===== src/hw/rtl/ffa_pkg.sv =====
`timescale 1ns / 1ps
// Shared types and constants of the first-fit frame allocator.
// No dependencies; compiled first.
package ffa_pkg;

   // Count and frame-number width covering the largest supported map (4096 frames).
   localparam int CNT_W      = 13;
   localparam int NP_W       = 7;   // page_count and recorded run length
   localparam int FI_W       = 6;   // frame_index and start_frame
   localparam int STAT_W     = 2;
   localparam int CSR_IDX_W  = 2;
   localparam int CSR_DATA_W = 7;

   localparam logic [CSR_DATA_W-1:0] FRAME_COUNT_RST = 7'd64;

   typedef enum logic {
      OP_ALLOC,
      OP_FREE
   } op_type;

   typedef enum logic [STAT_W-1:0] {
      ST_REUSED,
      ST_FRESH,
      ST_NOSPACE,
      ST_BAD
   } status_type;

   typedef enum logic [CSR_IDX_W-1:0] {
      CSR_FRAME_COUNT,
      CSR_FIRST_UNCLAIMED,
      CSR_TABLE_ACTIVE
   } csr_idx_type;

   // Token handed from cell to cell, one hop per cycle.
   typedef struct packed {
      logic             act;
      op_type           op;
      logic [NP_W-1:0]  np;
      logic [FI_W-1:0]  fi;
      logic [NP_W-1:0]  run;      // current free run, saturating
      logic [NP_W-1:0]  remain;   // frames still to mark on a free
      logic             found;
      logic [CNT_W-1:0] first;
   } link_type;

   // Broadcast from the controller to every cell.
   typedef struct packed {
      logic             clr_en;   // mark [lo, lo+np) busy
      logic             len_we;   // record np as run length at lo
      logic [CNT_W-1:0] lo;
      logic [NP_W-1:0]  np;
      logic [CNT_W-1:0] usable;
   } cmd_type;

endpackage


===== src/hw/rtl/ffa_cell.sv =====
`timescale 1ns / 1ps
// One frame of the allocator: free bit, recorded run length, and one token stage.
// Depends on ffa_pkg.
module ffa_cell #(
   parameter int INDEX = 0
) (
   input  logic             clock,
   input  logic             reset,
   input  ffa_pkg::link_type up_link,
   input  ffa_pkg::cmd_type  cmd,
   output ffa_pkg::link_type down_link
);
   import ffa_pkg::*;

   localparam logic [CNT_W-1:0] IDX = CNT_W'(INDEX);

   logic              free_ff, free_in;
   logic [NP_W-1:0]   len_ff, len_in;
   link_type          link_ff, link_in;

   logic              in_range;
   logic              at_start;
   logic [NP_W:0]     run_inc;
   logic [NP_W-1:0]   run_nx;
   logic [NP_W-1:0]   cnt;
   logic [CNT_W-1:0]  np_ext;

   always_comb begin
      free_in  = free_ff;
      len_in   = len_ff;
      link_in  = up_link;
      in_range = IDX < cmd.usable;
      np_ext   = CNT_W'(cmd.np);
      run_inc  = (NP_W+1)'(up_link.run) + (NP_W+1)'(1);
      run_nx   = free_ff ? (run_inc[NP_W] ? '1 : run_inc[NP_W-1:0]) : '0;
      at_start = IDX == CNT_W'(up_link.fi);
      cnt      = at_start ? len_ff : up_link.remain;

      if (up_link.act && in_range) begin
         unique case (up_link.op)
            OP_ALLOC: begin
               if (!up_link.found) begin
                  link_in.run = run_nx;
                  if (free_ff && run_nx >= up_link.np) begin
                     link_in.found = 1'b1;
                     link_in.first = IDX + CNT_W'(1) - CNT_W'(up_link.np);
                  end
               end
            end
            OP_FREE: begin
               link_in.remain = cnt;
               if (cnt != '0) begin
                  free_in        = 1'b1;
                  link_in.remain = cnt - NP_W'(1);
               end
            end
         endcase
      end

      if (cmd.clr_en && IDX >= cmd.lo && IDX < cmd.lo + np_ext) begin
         free_in = 1'b0;
      end
      if (cmd.len_we && IDX == cmd.lo) begin
         len_in = cmd.np;
      end
   end

   always_ff @(posedge clock) begin
      if (reset) begin
         free_ff <= 1'b0;
         len_ff  <= '0;
         link_ff <= '0;
      end else begin
         free_ff <= free_in;
         len_ff  <= len_in;
         link_ff <= link_in;
      end
   end

   assign down_link = link_ff;

endmodule


===== config.mk =====
export PLATFORM = sky130hd
export DESIGN_NAME = ffa_cell
export DESIGN_NICKNAME = d
export VERILOG_FILES = /design/src/hw/rtl/ffa_pkg.sv /design/src/hw/rtl/ffa_cell.sv
export SDC_FILE = /design/constraint.sdc
export NUM_CORES = 1
export LEC_CHECK = 0
export ABC_AREA = 0
export ABC_CLOCK_PERIOD_IN_PS = 2850
export BUFFER_PORTS_ARGS = -buffer_cell sky130_fd_sc_hd__buf_4
export CORE_MARGIN = 3
export CORE_UTILIZATION = 44
export DETAILED_ROUTE_END_ITERATION = 10
export PLACE_DENSITY = 0.77
export SETUP_SLACK_MARGIN = 0.1
export SYNTH_ARGS = -nofsm -noshare
export SYNTH_HDL_FRONTEND = slang
export SYNTH_SLANG_ARGS = --single-unit

===== constraint.sdc =====
create_clock -name clock -period 2.85 [get_ports clock]
set_input_delay 0.57 -clock clock [delete_from_list [all_inputs] [get_ports clock]]
set_output_delay 0.57 -clock clock [all_outputs]
set_load 0.01 [all_outputs]

==> Implementation_results.wiki, run 1 <==
{| class="wikitable"
! Metric !! Value
|-
| Number of flops mapped to enable cells by yosys || 0
|-
| Count of buffers inserted at the top-level ports || roughly 120
|-
| Avg Synthesized Cell Area || approximately 8.5 sq um
|-
| Number of max-capacitance violations reported || 0
|-
| Setup repair bufs after CTS || 0
|-
| Maximum number of pins on one net before global-route repair || 48
|-
| Maximum root-to-sink buffer count || 2
|-
| Count of hold-fix buffers inserted at cts || 0
|-
| Startpoint Class || input pin
|-
| Worst slew slack as a fraction of its limit || 67.0%
|-
| Worst hold-check path type || input pin to flop
|-
| Data required time at the worst endpoint || ~3100 ps
|-
| Area fraction of the dominant cell type after synthesis || 33.3%
|-
| Syn Nets || 460
|-
| Worst Path Buf+Inv || 2
|-
| Detailed-router iteration count before antenna repair || 5
|-
| Fmax achieved || 379 MHz
|-
| IO Count || ~120
|-
| Total grt overflow || 0
|-
| Number of remaining DRC errors || 0
|-
| Worst-path fanout max || 6
|-
| Core outline area || 0.00657 sq mm
|-
| Initial antenna violation count || 0
|-
| Min Tclk post-route || 2640 ps
|-
| Critical setup path kind || input pin to flop
|-
| Die Height || 89.5 um
|-
| Initial Util || between 40 and 50%
|-
| Crit path capture type || flop
|-
| Biggest area consumer among synthesized cells || dfxtp_1
|-
| Clk sink count || slightly above 50
|-
| GRT Overall Usage || 20.7%
|-
| Number of fill cells in the layout || 559
|-
| Synth Cell Area || 0.00307 sq mm
|-
| Final setup viols || 0
|-
| Clock transition at the register clock pins on the worst setup and hold paths after CTS || roughly 90 ps
|-
| Horizontal die dimension || 89.5 um
|-
| Clock root cell || clkbuf_8
|-
| Seq/Total Area, Yosys || 33.3%
|-
| Asr flop ratio synth || 0%
|-
| Period utilisation layout || 92.5%
|-
| Most used standard cells in the synthesized netlist || dfxtp_1 (51), nor2_1 (37), nand2_1 (24)
|-
| Count of pins over their slew limit || 0
|-
| Largest cells by area after synthesis || dfxtp_1 (33%), ha_1 (7.3%), mux2i_1 (5.9%)
|-
| CP Data Arrival Time || a little under 3000 ps
|-
| Leakage dissipation || 1.96 nW
|-
| Number of hold violations in the final report || 0
|-
| Cell Rows || 29
|-
| Floorplan die area || ~0.008 sq mm
|-
| Sum of routed wire length over all layers || approximately 8600 um
|-
| Inserted Clock Buffers || 5
|-
| Skew final || 9.21 ps
|-
| Number of antenna cells inserted || 0
|-
| CP delay by family, top || compound AO/OA/AOI/OAI gates
|-
| Post_cts resized || 0
|-
| Result of the run || complete, no violations
|-
| Last weighted congestion value of the routability-driven placer || 0.890
|-
| Layout cell share with drive strength beyond 1 || ~32%
|-
| Worst supply voltage drop on vdd || roughly 210 uV
|-
| Average routed wire per standard cell || 14.7 um
|-
| Number of global-route vias before repair || 2,938
|-
| Detail Route Antenna Nets || 0
|-
| Flip-flop and latch count after synthesis || 51
|-
| Sequence of cells on the critical path || buf_4 > ha_1 > and3_1 > buf_4 > and3_1 > o211a_1 > ha_1 > o21ai_0 > nor4_2 > a41oi_2 > o21a_1
|-
| Cell with the most instances after synthesis || dfxtp_1
|-
| Transition time of the tightest slew-check pin || 494 ps
|-
| Violation count after the first detailed-routing iteration || 131
|-
| Post-synthesis to final-layout area growth || 38.3%
|-
| Gate count after technology mapping || 361
|-
| Worst-skew pair later-pin latency || 300 ps
|-
| Main flop type after synthesis || dfxtp_1
|-
| Yosys synthesis warning count || 0
|-
| Wire length of the first global-routing pass || 13,200 um
|-
| Slowest library cell on the worst path || a41oi_2
|-
| Half-perimeter wire length after placement || 6880 um
|-
| Clock tree from TritonCTS || yes
|-
| Count of unique library cells instantiated by Yosys || 60
|-
| Via total after detailed routing || between 3,000 and 4,000
|-
| Number of nets at the end of the flow || 590
|-
| Crit-path max cell delay || 340 ps
|-
| Htree depth || 2
|-
| WHS || ~470 ps
|-
| Power density over cell area || 377 mW/mm^2
|-
| Final TNS setup || 0 ps
|-
| Number of vias per cell || 5.43
|-
| RSZ-0062 raised after global routing || no
|}
==> metrics by stage <==
step / total power [mW] / instances / setup slack (ps) / util (%) / area (sq um)
3_3_place_gp: 1.20 / 577 / -44.3 / 63.3 / 4150
3_5_place_dp: 1.21 / 577 / -120 / 63.3 / 4150
4_1_cts: 1.61 / 585 / 200 / 64.5 / 4240
5_1_grt: 1.69 / 585 / 117 / 64.6 / 4240
2_1_floorplan: 0.991 / 361 / 113 / - / 3080
6_report: 1.60 / 585 / 214 / 64.6 / 4240
==> report_power, final <==
group	internal, mW	switching [mW]	leakage [nW]
clock network	0.172	0.231	0.0412
logic	0.219	0.215	1.50
registers	0.749	0.0129	0.423
total	1.14	0.459	1.96
==> flip-flops by register name, indices dropped and copies added (netlist names) <==
register / cells
len_ff: 7
down_link: 43
free_ff: 1
==> placed cells by master (no fill, tap or decap), drive strengths merged, types with 3 or more instances in the layout <==
cell type	n
a211oi	9
a21oi	20
a31oi	6
and3	3
buf	136
clkbuf	6
dfxtp	51
ha	18
inv	14
mux2i	20
nand2	25
nand2b	3
nand3	16
nand4	5
nor2	37
nor2b	10
nor3	9
nor4	8
o211ai	3
o21a	11
o21ai	24
o21bai	3
or3	4
xnor2	4
xor2	7
==> kinds of logic after synthesis <==
kind of cell    Yosys count  synth area share, %
simple gates            131                 22.3
compound gates          100                 21.9
flops                    51                 33.3
buf+inv                  27                 3.63
mux                      22                 7.79
fa+ha+maj                19                 7.99
xor+xnor                 11                 3.14
==> worst paths after layout <==
| path | start | end | slack, ps | cells after the start |
|---|---|---|---|---|
| hold reg to reg | len_ff[6] | down_link[20] | 530 | 2 |
| setup reg to reg | free_ff | down_link[12] | 590 | 8 |
| setup / recovery | up_link[21] | down_link[12] | 210 | 11 |
| hold / removal | up_link[10] | down_link[10] | 470 | 2 |
==> area by class of cell <==
type	count	area (sq um)	share of cell area (%)
Multi-Input combinational cell	283	1950	45.9
Sequential cell	51	1020	24.1
Timing Repair Buffer	136	1020	24.1
Clock buffer	6	72.6	1.71
Inverter	14	52.6	1.24
Tap cell	93	116	2.74
Clock inverter	2	12.5	0.295
==> metal layers <==
layer  part of all wire (%)  GRT usage (%)  wire length (um)  vias up
met5                      0              0                 0        -
met4                    1.2           4.74               104        0
met3                    8.0           3.69               688       11
met2                     48           36.4              4110      138
met1                     43           26.2              3700     1428
li1                       -              -                 -     1598
(Power assumes the default switching activity.)
==> inputs of run 2 (changes only) <==
Settings changed: CELL_PAD_IN_SITES_DETAIL_PLACEMENT set to 1, CELL_PAD_IN_SITES_GLOBAL_PLACEMENT set to 1, CORE_UTILIZATION 44 to 32, PLACE_DENSITY 0.77 to not set, PLACE_DENSITY_LB_ADDON set to 0.1.
==> run 2 against run 1 <==
Global-route usage is 2.5 points lower. Combinational power is 4% higher. Sequential power hardly changed. Largest cell class unchanged.
==> Implementation_results.wiki, run 2 (same netlist as run 1, synthesis figures left out) <==
{| class="wikitable"
! Metric !! Value
|-
| Result of the run || complete, no violations
|-
| Maximum number of pins on one net before global-route repair || 48 (unchanged)
|-
| Cell Rows || 35 (+21%)
|-
| Min Tclk post-route || 2580 ps (-55.5 ps)
|-
| Transition time of the tightest slew-check pin || 569 ps (+75.2 ps)
|-
| Final setup viols || 0 (unchanged)
|-
| Flip-flop count of the largest register after layout || 43 (unchanged)
|-
| Period utilisation layout || 90.5% (-1.9 points)
|-
| Count of pins over their slew limit || 0 (unchanged)
|-
| Commonest non-fill, non-tap cell in the layout || buf_4
|-
| Crit path capture type || flop
|-
| Net Switching || 480 uW (+4.7%)
|-
| IO Count || 123 (unchanged)
|-
| Final core utilization || 46.8% (-18 points)
|-
| Number of hold violations in the final report || 0 (unchanged)
|-
| Skew final || 6.50 ps (-2.71 ps)
|-
| Number of remaining DRC errors || 0 (unchanged)
|-
| Total grt overflow || 0 (unchanged)
|-
| RSZ-0062 raised after global routing || no
|-
| Initial Util || 33.0% (-14 points)
|-
| Power density over cell area || 386 mW/mm^2 (+2.4%)
|-
| Worst hold-check path type || input pin to flop
|-
| Register-to-register path setup slack || 550 ps (-40 ps)
|-
| Fmax achieved || 388 MHz (+2.1%)
|-
| Wire length of the first global-routing pass || 16,500 um (+25%)
|-
| Fraction of power spent switching nets || 28.6% (-0.040 points)
|-
| Area of all placed cells without fillers || 0.00435 sq mm (+2.4%)
|-
| Part of the total power dissipated in the clock network || 27.7% (+2.5 points)
|-
| Violation count after the first detailed-routing iteration || 67 (-49%)
|-
| Number of nets at the end of the flow || 594 (+0.68%)
|-
| Clock transition at the register clock pins on the worst setup and hold paths after CTS || 90 ps (about the same)
|-
| Combinational Power Share || 26.9% (-0.2 points)
|-
| Sum of routed wire length over all layers || 9990 um (+16%)
|-
| Leakage dissipation || 1.99 nW (+1.4%)
|-
| Most frequent cells in the layout || buf_4 (140), dfxtp_1 (51), nor2_1 (37)
|-
| Post-synthesis to final-layout area growth || 41.7%
|-
| Clk sink count || 51 (unchanged)
|-
| Number of max-capacitance violations reported || 0 (unchanged)
|-
| Htree depth || 2 (unchanged)
|-
| Detailed-router iteration count before antenna repair || 4 (-1)
|-
| Worst-skew pair later-pin latency || 300 ps (about the same)
|-
| Horizontal die dimension || 104 um (+16%)
|-
| Core outline area || 0.00928 sq mm (+41%)
|-
| Half-perimeter wire length after placement || 8070 um (+17%)
|-
| Clock root cell || clkbuf_8
|-
| WHS || 481 ps (+11.3 ps)
|-
| GRT Overall Usage || 18.2% (-2.5 points)
|-
| Sum of internal, switching and leakage power || 1.68 mW (+4.9%)
|-
| Final TNS setup || 0 ps (unchanged)
|-
| Number of vias per cell || 5.13 (-5.5%)
|-
| Seq pwr share || 45.5% (-2.1 points)
|-
| Clock tree from TritonCTS || yes
|-
| Number of antenna cells inserted || 0 (unchanged)
|-
| Via total after detailed routing || 3,207 (+1.0%)
|-
| Average routed wire per standard cell || 16.0 um (+8.7%)
|-
| Last weighted congestion value of the routability-driven placer || 0.784 (-12%)
|-
| Initial antenna violation count || 0 (unchanged)
|-
| Number of global-route vias before repair || 3,283 (+12%)
|-
| Cell internal pwr || 1.20 mW (+4.9%)
|-
| Count of buffers inserted at the top-level ports || 122 (unchanged)
|-
| Post-placement cell area || 0.00421 sq mm (+1.3%)
|-
| Worst-path fanout max || 4 (-2)
|-
| Startpoint Class || input pin
|-
| Maximum root-to-sink buffer count || 2 (unchanged)
|-
| CP Data Arrival Time || 2810 ps (-80 ps)
|-
| Critical setup path kind || input pin to flop
|-
| Inserted Clock Buffers || 5 (unchanged)
|-
| Worst slew slack as a fraction of its limit || 61.7% (-5.4 points)
|-
| Layout cell share with drive strength beyond 1 || 32.9% (+0.75 points)
|-
| Floorplan die area || 0.0108 sq mm (+35%)
|-
| Worst supply voltage drop on vdd || 189 uV (-9.8%)
|-
| Die Height || 104 um (+16%)
|-
| Data required time at the worst endpoint || 3080 ps (-20 ps)
|-
| Detail Route Antenna Nets || 0 (unchanged)
|}
[run 2: cell types whose count changed in the layout (fill, tap and decap cells not counted), sizes merged]
cell    change
clkinv      -1
buf         +4
clkbuf      +1
[run 2: through the flow]
stage / instances / worst slack, ps
final: 625 / 269
after global routing: 625 / 132
after CTS: 622 / 235
after detailed placement: 614 / -71.0
after global placement: 614 / -30.1
after floorplan: 361 / 113
[run 2: metal layers]
metal | up-vias | track usage, % | share of wire, %
li1 | 1601 | - | -
met1 | 1528 | 22.3 | 43
met2 | 73 | 33.5 | 52
met3 | 5 | 3.29 | 4.1
met4 | 0 | 3.42 | 0.72
met5 | - | 0 | 0
[run 2: path summary, 6_finish.rpt]
kind | depth (start not counted) | endpoint | from
min reg2reg | 2 | len_ff[1] | len_ff[1]
min | 2 | down_link[12] | up_link[12]
max | 12 | down_link[6] | up_link[21]
max reg2reg | 9 | down_link[0] | free_ff
[run 2: repair_timing]
| action | 4_1_cts | 5_1_grt |
|---|---|---|
| endpoints found under the setup margin | 0 | 6 |
| hold buffers | 0 | 0 |
| buffers inserted | 0 | 3 |
| gates resized for setup | 0 | 4 |
[run 2: final cells by class]
cell class | count | area [sq um]
repair buffers | 140 | 1050
inverters | 14 | 52.6
multi-input cells | 283 | 1960
clock buffers | 7 | 96.3
flip-flops and latches | 51 | 1020
fillers | 1164 | 4940
well taps | 129 | 161
clock inverters | 1 | 7.51
[run 2: critical path, cell delays in order]
cell      delay [ps]
buf_4            110
ha_1             200
and3_2           240
xor2_1           140
o21a_1           180
ha_1             300
a21o_1           170
a211oi_1         280
o21a_1           250
buf_4            140
o21ai_0          100
a21oi_1          130
[run 2: power by group through the flow]
stage	clock network, mW	registers [mW]	logic [mW]
global placement	0	0.779	0.436
detailed placement	0	0.780	0.449
global route	0.522	0.767	0.497
floorplan	0	0.794	0.197
CTS	0.491	0.763	0.451
finish	0.464	0.762	0.450
==> inputs of run 3 (changes only) <==
Settings changed: CORE_MARGIN 3 to 2.
==> run 3 against run 2 <==
Critical path depth did not move. Core utilization fell by 0.067 points. Clock power barely moved. Worst hold slack got worse by 22 ps. Wire length fell by 2.6%. Sequential power barely moved. Critical path type unchanged. Largest cell class unchanged. Largest power group unchanged. Highest routed layer unchanged.
==> Implementation_results.wiki, run 3 (same netlist as run 1, synthesis figures left out) <==
{| class="wikitable"
! Metric !! Value
|-
| Result of the run || complete, no violations
|-
| Worst hold-check path type || input pin to flop
|-
| Area of all placed cells without fillers || 0.00434 sq mm (-0.14%)
|-
| FF-to-FF path depth || 9 (unchanged)
|-
| GRT Overall Usage || 18.4% (+0.17 points)
|-
| Final setup viols || 0 (unchanged)
|-
| Initial antenna violation count || 0 (unchanged)
|-
| Worst-path fanout max || 4 (unchanged)
|-
| Worst-skew pair later-pin latency || 310 ps (about the same)
|-
| WHS || 459 ps (-22.0 ps)
|-
| Final core utilization || 46.8% (-0.067 points)
|-
| Htree depth || 2 (unchanged)
|-
| Data required time at the worst endpoint || 3090 ps (about the same)
|-
| Leakage dissipation || 1.99 nW (+0.21%)
|-
| Count of buffers inserted at the top-level ports || 122 (unchanged)
|-
| Half-perimeter wire length after placement || 7740 um (-4.0%)
|-
| Fmax achieved || 387 MHz (-0.12%)
|-
| Number of remaining DRC errors || 0 (unchanged)
|-
| RSZ-0062 raised after global routing || no
|-
| Number of fill cells in the layout || 1,139 (-2.1%)
|-
| Number of vias per cell || 5.16 (+0.65%)
|-
| Crit path capture type || flop
|-
| Startpoint Class || input pin
|-
| Clock transition at the register clock pins on the worst setup and hold paths after CTS || 100 ps (about the same)
|-
| Worst Path Buf+Inv || 4 (+2)
|-
| CP most frequent cell || buf_4
|-
| Post-synthesis to final-layout area growth || 41.5%
|-
| Detailed-router iteration count before antenna repair || 4 (unchanged)
|-
| Sum of routed wire length over all layers || 9730 um (-2.6%)
|-
| Horizontal die dimension || 102 um (-1.9%)
|-
| Die Height || 102 um (-1.9%)
|-
| Hold Path Stages || 2 (unchanged)
|-
| Clk sink count || 51 (unchanged)
|-
| Register-to-register path setup slack || 490 ps (-60 ps)
|-
| Average routed wire per standard cell || 15.5 um (-2.8%)
|-
| Number of antenna cells inserted || 0 (unchanged)
|-
| Cell Rows || 35 (unchanged)
|-
| Critical setup path kind || input pin to flop
|-
| Post-placement cell area || 0.00421 sq mm (unchanged)
|-
| End of the worst register-to-register path || down_link[0]
|-
| Setup slack after placement || -136 ps (-65.4 ps)
|-
| Layout cell share with drive strength beyond 1 || 33.0% (+0.14 points)
|-
| Last weighted congestion value of the routability-driven placer || 0.806 (+2.8%)
|-
| Origin of the worst min-delay path || up_link[9]
|-
| Maximum root-to-sink buffer count || 2 (unchanged)
|-
| R2R Path Start || free_ff
|-
| Power density over cell area || 385 mW/mm^2 (-0.25%)
|-
| Total grt overflow || 0 (unchanged)
|-
| CP Data Arrival Time || 2820 ps (about the same)
|-
| Inserted Clock Buffers || 5 (unchanged)
|-
| CP delay by family, top || simple AND/OR/NAND/NOR gates
|-
| Core outline area || 0.00928 sq mm (unchanged)
|-
| Number of max-capacitance violations reported || 0 (unchanged)
|-
| Worst supply voltage drop on vdd || 170 uV (-10%)
|-
| Detail Route Antenna Nets || 0 (unchanged)
|-
| Slowest library cell on the worst path || ha_1
|-
| Floorplan die area || 0.0104 sq mm (-3.8%)
|-
| Transition time of the tightest slew-check pin || 532 ps (-37.6 ps)
|-
| Crit path setup slack, layout || 266 ps (-2.99 ps)
|-
| Clock tree from TritonCTS || yes
|-
| Period utilisation layout || 90.7% (+0.10 points)
|-
| IO Count || 123 (unchanged)
|-
| Wire length of the first global-routing pass || 15,500 um (-6.2%)
|-
| Most frequent cells in the layout || buf_4 (141), dfxtp_1 (51), nor2_1 (36)
|-
| Number of global-route vias before repair || 3,265 (-0.55%)
|-
| Skew final || 9.74 ps (+3.24 ps)
|-
| Number of nets at the end of the flow || 595 (+0.17%)
|-
| Clock root cell || clkbuf_8
|-
| Sequence of cells on the critical path || buf_4 > buf_4 > nand4_1 > buf_4 > nor4bb_1 > nor3b_1 > ha_1 > nand3_1 > o21a_1 > buf_4 > or3_1 > a21oi_1
|-
| Flip-flop count of the largest register after layout || 43 (unchanged)
|-
| Final TNS setup || 0 ps (unchanged)
|-
| Worst hold endpoint || down_link[9]
|-
| Via total after detailed routing || 3,233 (+0.81%)
|-
| Maximum number of pins on one net before global-route repair || 48 (unchanged)
|-
| Min Tclk post-route || 2580 ps (+2.99 ps)
|-
| Count of pins over their slew limit || 0 (unchanged)
|-
| Worst slew slack as a fraction of its limit || 64.2% (+2.5 points)
|-
| WP depth || 12 (unchanged)
|-
| Initial Util || 33.0% (unchanged)
|-
| Commonest non-fill, non-tap cell in the layout || buf_4
|-
| Violation count after the first detailed-routing iteration || 67 (unchanged)
|-
| Number of hold violations in the final report || 0 (unchanged)
|-
| Crit-path max cell delay || 340 ps (+40 ps)
|}
run 3: layout make-up:
type | count | area (sq um) | area share [%]
clock buffers | 6 | 82.6 | 1.90
multi-input cells | 283 | 1950 | 44.9
repair buffers | 141 | 1060 | 24.4
clock inverters | 2 | 13.8 | 0.317
inverters | 14 | 52.6 | 1.21
well taps | 129 | 161 | 3.72
flip-flops and latches | 51 | 1020 | 23.5
run 3: worst max-delay path by stage:
stage / from / endpoint / slack, ps
finish: up_link[21] / down_link[0] / 270
global route: up_link[21] / down_link[0] / 110
CTS: up_link[21] / down_link[7] / 190
detailed placement: up_link[21] / down_link[7] / -140
global placement: up_link[21] / down_link[9] / -30
floorplan: up_link[21] / down_link[10] / 110
run 3: what timing repair did:
action                                  CTS  global route
resized for setup                         0             2
hold endpoints to repair                  0             0
endpoints found under the setup margin    0            12
hold buffers                              0             0
setup buffers                             0             4
run 3: per-layer routing:
layer  track usage, %  up-vias  share of wire, %  wire, um
met1             22.1     1546                44      4240
met4             4.41        0               1.1       104
met5                0        -                 0         0
met3             2.26        9               4.1       397
li1                 -     1609                 -         -
met2             34.6       69                51      4990
run 3: stage by stage:
stage / power (mW) / cells
floorplan: 0.991 / 361
global route: 1.77 / 626
detailed placement: 1.23 / 614
finish: 1.67 / 626
CTS: 1.69 / 622
global placement: 1.21 / 614
run 3: report_power, final:
group	switching (mW)	internal, mW
registers	0.0134	0.749
logic	0.220	0.225
clock network	0.263	0.199
